==> src/rtl/core/sclru_pkg.sv <==
// Shared types and constants for the split cache LRU age tracker.
`default_nettype none
package sclru_pkg;

  // Fixed field widths of a request
  localparam int unsigned SET_IDX_W   = 14;
  localparam int unsigned WAY_IDX_W   = 3;
  // Wide enough to hold any set count the tracker supports
  localparam int unsigned SET_EXT_W   = 17;

  // Age counter widths and most-recent ages
  localparam int unsigned DATA_AGE_W  = 3;
  localparam int unsigned INST_AGE_W  = 2;
  localparam logic [DATA_AGE_W-1:0] DATA_MAX_AGE = 3'h7;
  localparam logic [INST_AGE_W-1:0] INST_MAX_AGE = 2'h3;

  // Request queue between front and back
  localparam int unsigned QUEUE_DEPTH = 2;
  localparam int unsigned QUEUE_PTR_W = 1;
  localparam int unsigned QUEUE_CNT_W = 2;

  // Request classes decided by the front
  typedef enum logic [1:0] {
    OP_NOP,    // update that changes nothing
    OP_TOUCH,  // access or fill of a valid way
    OP_QUERY,  // victim query of a valid set
    OP_MISS    // victim query of a set out of range
  } sclru_op_e;

  // Back-end sequencer states
  typedef enum logic [1:0] {
    BK_CLEAR,
    BK_IDLE,
    BK_EXEC
  } sclru_bk_state_e;

  // Classified request as it travels through the queue
  typedef struct packed {
    sclru_op_e              op;
    logic                   inst;
    logic [SET_IDX_W-1:0]   set;
    logic [WAY_IDX_W-1:0]   way;
    logic                   fill;
  } sclru_req_t;

endpackage
`default_nettype wire

==> src/rtl/core/sclru_queue.sv <==
// Short request queue between the front and back ends.
`default_nettype none
module sclru_queue (
  input  wire logic                  clk_i,
  input  wire logic                  rst_ni,
  input  wire logic                  push_i,
  input  wire sclru_pkg::sclru_req_t push_req_i,
  output logic                       full_o,
  output logic                       valid_o,
  output sclru_pkg::sclru_req_t      head_o,
  input  wire logic                  pop_i
);
  import sclru_pkg::*;

  sclru_req_t             entry_q [QUEUE_DEPTH];
  logic [QUEUE_PTR_W-1:0] wr_ptr_q, wr_ptr_d;
  logic [QUEUE_PTR_W-1:0] rd_ptr_q, rd_ptr_d;
  logic [QUEUE_CNT_W-1:0] count_q, count_d;

  assign full_o  = count_q == QUEUE_CNT_W'(QUEUE_DEPTH);
  assign valid_o = count_q != '0;
  assign head_o  = entry_q[rd_ptr_q];

  // Advance pointers and count
  always_comb begin
    wr_ptr_d = push_i ? wr_ptr_q + 1'b1 : wr_ptr_q;
    rd_ptr_d = pop_i  ? rd_ptr_q + 1'b1 : rd_ptr_q;
    count_d  = count_q;
    if (push_i && !pop_i) begin
      count_d = count_q + 1'b1;
    end else if (!push_i && pop_i) begin
      count_d = count_q - 1'b1;
    end
  end

  always_ff @(posedge clk_i or negedge rst_ni) begin
    if (!rst_ni) begin
      wr_ptr_q <= '0;
      rd_ptr_q <= '0;
      count_q  <= '0;
    end else begin
      wr_ptr_q <= wr_ptr_d;
      rd_ptr_q <= rd_ptr_d;
      count_q  <= count_d;
    end
  end

  // Store the pushed request
  always_ff @(posedge clk_i) begin
    if (push_i) begin
      entry_q[wr_ptr_q] <= push_req_i;
    end
  end

endmodule
`default_nettype wire

==> config.mk <==
export PLATFORM = sky130hd
export DESIGN_NAME = sclru_queue
export DESIGN_NICKNAME = d
export VERILOG_FILES = /design/src/rtl/core/sclru_pkg.sv /design/src/rtl/core/sclru_queue.sv
export SDC_FILE = /design/constraint.sdc
export NUM_CORES = 1
export LEC_CHECK = 0
export ABC_CLOCK_PERIOD_IN_PS = 3100
export BUFFER_PORTS_ARGS = -buffer_cell sky130_fd_sc_hd__buf_2
export CAP_MARGIN = 20
export CELL_PAD_IN_SITES_DETAIL_PLACEMENT = 0
export CELL_PAD_IN_SITES_GLOBAL_PLACEMENT = 1
export CORE_MARGIN = 3
export CORE_UTILIZATION = 40
export DETAILED_ROUTE_END_ITERATION = 10
export PLACE_DENSITY_LB_ADDON = 0.1
export SETUP_SLACK_MARGIN = 0.02
export SLEW_MARGIN = 20
export SYNTH_ARGS = -nofsm -noshare
export SYNTH_HDL_FRONTEND = slang
export SYNTH_SLANG_ARGS = --single-unit
==> constraint.sdc <==
create_clock -name clk_i -period 3.1 [get_ports clk_i]
set_input_delay 0.62 -clock clk_i [delete_from_list [all_inputs] [get_ports clk_i]]
set_output_delay 0.62 -clock clk_i [all_outputs]
set_load 0.005 [all_outputs]
==> Word-level counts from Yosys, hierarchy flattened <==
Memory sizes are Yosys's and may differ from the RTL's.
Cells that the tools add are included.
{ "op_classes": {"reduce_logical": 6, "n_bitwise": 0, "n_eq_ne": 1, "order_cmp": 0, "addsub": 4, "n_shift": 0, "div": 0, "n_mul": 0, "n_mux": 4} }
{ "ops": {"columns": ["cell", "count"], "rows": [
  ["2-bit two-way mux", 2],
  ["2-bit nonzero test", 2],
  ["1-bit adder, second input constant", 2],
  ["2-bit by 1-bit adder with 2-bit output, second input constant", 1],
  ["2-bit equality test, second input constant", 1],
  ["1-bit logical AND", 2],
  ["1-bit zero test", 2],
  ["1-bit two-way mux", 2],
  ["2-bit by 1-bit subtractor with 2-bit output, second input constant", 1]
]} }
{ "totals": {"input_bits": 25, "mem_bits_rw": 42, "mem_count": 1, "out_inout_bits": 23, "latch_bits": 0, "register_bits": 4, "rom_bits": 0} }
{ "memory_table": {"columns": ["name", "words", "word_bits", "read_ports", "rd_clocked_by_memory_dff", "wr", "line", "rtl"], "rows": [
  ["entry_q", 2, 21, 1, 0, 1, "sclru_queue.sv:15", "sclru_req_t entry_q [QUEUE_DEPTH];"]
]} }

==> Logic depth before layout (Yosys ltp) <==
{ "depth": {"ltp_word": 4, "depth_mapped": 5, "ltp_nobuf": 5} }

==> Least setup slack after synthesis <==
OpenSTA, ideal clock, no wires.
{ "synth_timing": {"path_kind": "input -> register", "startpoint": "input port push_i", "endpoint": "memory entry_q[0][0] (netlist name), enable pin", "path_buffers": 0, "stages": 1, "required_ns": 2.699, "path_slack_ns": 1.101, "setup_ns": 0.401, "arrival_ns": 1.598, "cell_sequence": "nor2b_1"} }
{ "synth_via": {"elab_chain_len": 2} }
{ "synth_lines": {"columns": ["item", "line", "rtl"], "rows": [
  ["from (decl)", "sclru_queue.sv:6", "input wire logic push_i,"],
  ["1-bit two-way mux", "sclru_queue.sv:50", "if (push_i) begin"],
  ["1-bit two-way mux (not written as such)", "sclru_queue.sv:51", "entry_q[wr_ptr_q] <= push_req_i;"],
  ["to (decl)", "sclru_queue.sv:15", null]
]} }
Every way passes these cells.

==> flow_summary.toml <==
[critical_path]
path_class = "flop to output pin"
rr_startpoint = "wr_ptr_q$_DFFE_PN0P_"
required_ns = 2.48
worstRegToRegCells = 2
r2r-end = "entry_q[1][10]$_DFFE_PP_"
crit_path_end_kind = "output pin"
cp_max_fo = 12
cp-start-kind = "flop"
rrSetupSlack_ns = 1.97
critPathArrivalTime_ns = 1.71

[floorplanning]
num_rows = 23
initial_core_util = 0.421
io_pins = 48
coreArea_um2 = 4060
die_height_um = 71.4
dieArea_um2 = 5090
die_x_um = 71.4

[sta]
worst_clock_skew_ns = 0.00713
finalHoldViolCount = 0
period_needed_ns = 2.33
fin_crit_sh = 0.751
worst_pin_slew_ns = 0.471
tns_ns = 0
rsz0062_at_grt = "false"
setup_viol = 0
final_max_slew_viol_count = 0
max_freq_ghz = 0.430
slew-limit-headroom = 0.686

[power]
power_leakage_nw = 0.812
vdd_drop_max_mv = 0.422
total_power_mw = 1.69
cellPowerDensity_nw_per_um2 = 810

[clock_network]
ctsHtreeMaxLevel = 2
cts_resized = 0
clockBufferDepth = 2
numCtsBuffers = 5
cts_setup_buffers = 0
clkLatencyLatePin_ns = 0.28
ctsHoldBuffers = 0
cts_tree = "done"
numClockSinks = 46
cts.clk_slew.worst_paths_ns = 0.07
clockRootBuffer = "clkbuf_8"

[synthesis]
synth-simple-area-share = 0.0168
synth_nets = 107
synth_compound_area_frac = 0
synth_warnings = 0
synthAdderAreaFrac = 0.00732
synth_top_family_by_area = "multiplexers"
syn_inst = 81
ys_seq_area_frac = 0.796
synth_area_um2 = 1710
synth-seq-cells = 46
synth_cell_type_count = 12
synth-xor-area-share = 0.0256
synth.avg_cell_area_um2 = 21.1
synth_mux_area_frac = 0.138

[drt]
drt_iter0_drc = 53
drc = 0
via_per_inst = 4.64
vias = 868
drt-pass1-iter-count = 2
ant_nets = 0
drt-wirelength-per-cell_um = 14.5
drt_wl_total_um = 2710

[placed_design]
dpl_cell_area_um2 = 2010
dp.cells = 179
hpwl_um = 1910
gp_congestion = 0.678
port_buffers = 47

[finish]
final_common_cell = "buf_2"
diodes = 0
final_layout_size_suffix_gt1_frac = 0.577
multiInputGateArea_um2 = 324
layout_common_cells = "buf_2, edfxtp_1, mux2_2"
register_area_um2 = 1360
fillers = 343
postLayoutCellArea_um2 = 2090
post-route-util = 0.515
area_delta_synth_final_pct = 22.3
nets = 162
stdcell_count = 187

[grt]
grt_pass1_vias = 986
grt_first_pass_wirelength_um = 4510
gr-usage-all-layers = 0.118
grt_max_degree = 22
gr-total-overflow = 0
antenna_found_initial = 0

[worst_hold_path]
hp-class = "input pin to async pin"

[outcome]
outcome = "completed"

[run]
max_cap_violations = 0
## cell families after synthesis
group | after synthesis
buffers and inverters | 3
DFF | 46
adders and majority gates | 1
muxes | 21
xor gates and xnor gates | 5
and+or+nand+nor | 5
## power breakdown
part	switching (mW)	leakage, nW	internal [mW]
sequential	0.0683	0.441	0.829
combinational	0.206	0.328	0.261
clock	0.175	0.0426	0.155
## cell type report
cell class | count | share of cell area
Timing Repair Buffer | 50 | 0.123
Multi-Input combinational cell | 32 | 0.155
Tap cell | 50 | 0.0299
Inverter | 1 | 0.00180
Clock buffer | 6 | 0.0347
Clock inverter | 2 | 0.00419
Sequential cell | 46 | 0.651
## sequential cells by signal, indices dropped and copies added, names as in the netlist
register and cells:
rd_ptr_q 1, entry_q 42, count_q 2, wr_ptr_q 1
## routing by layer
| layer | wire length (um) | GRT usage |
|---|---|---|
| met5 | 0 | 0 |
| met1 | 1060 | 0.132 |
| met2 | 1400 | 0.195 |
| met3 | 243 | 0.0561 |
| met4 | 13 | 0.0438 |
## worst max-delay path by stage
stage / start / to / slack (ns) / cells past startpoint
6_report: rd_ptr_q$_DFFE_PN0P_ / head_o[13] / 0.77 / 3
5_1_grt: rd_ptr_q$_DFFE_PN0P_ / head_o[12] / 0.65 / 3
4_1_cts: rd_ptr_q$_DFFE_PN0P_ / head_o[13] / 0.71 / 3
3_5_place_dp: rd_ptr_q$_DFFE_PN0P_ / head_o[20] / 1.03 / 3
3_3_place_gp: rd_ptr_q$_DFFE_PN0P_ / head_o[20] / 1.06 / 3
2_1_floorplan: push_i / entry_q[0][0]$_DFFE_PP_ / 1.10 / 1
## cell usage after synthesis (all sizes together)
master	number	area, um^2
and2	1	6.26
xor2	4	35.0
nor2b	2	12.5
or2	1	6.26
nor2	1	3.75
edfxtp	42	1260
mux2	21	236
inv	1	3.75
dfrtp	4	100
buf	2	22.5
ha	1	12.5
xnor2	1	8.76
## worst max-delay path, stage by stage, from the launching register on
cell	delay (ns)
dfrtp_1	0.64
buf_4	0.30
mux2_2	0.36
buf_2	0.13
## per-stage QoR
step,setup WS (ns),hold slack [ns]
floorplan,1.10,0.324
global route,0.646,0.110
CTS,0.711,0.111
detailed placement,1.03,0.428
finish,0.773,0.130
global placement,1.06,0.430
Power figures use the tool's default switching activity.
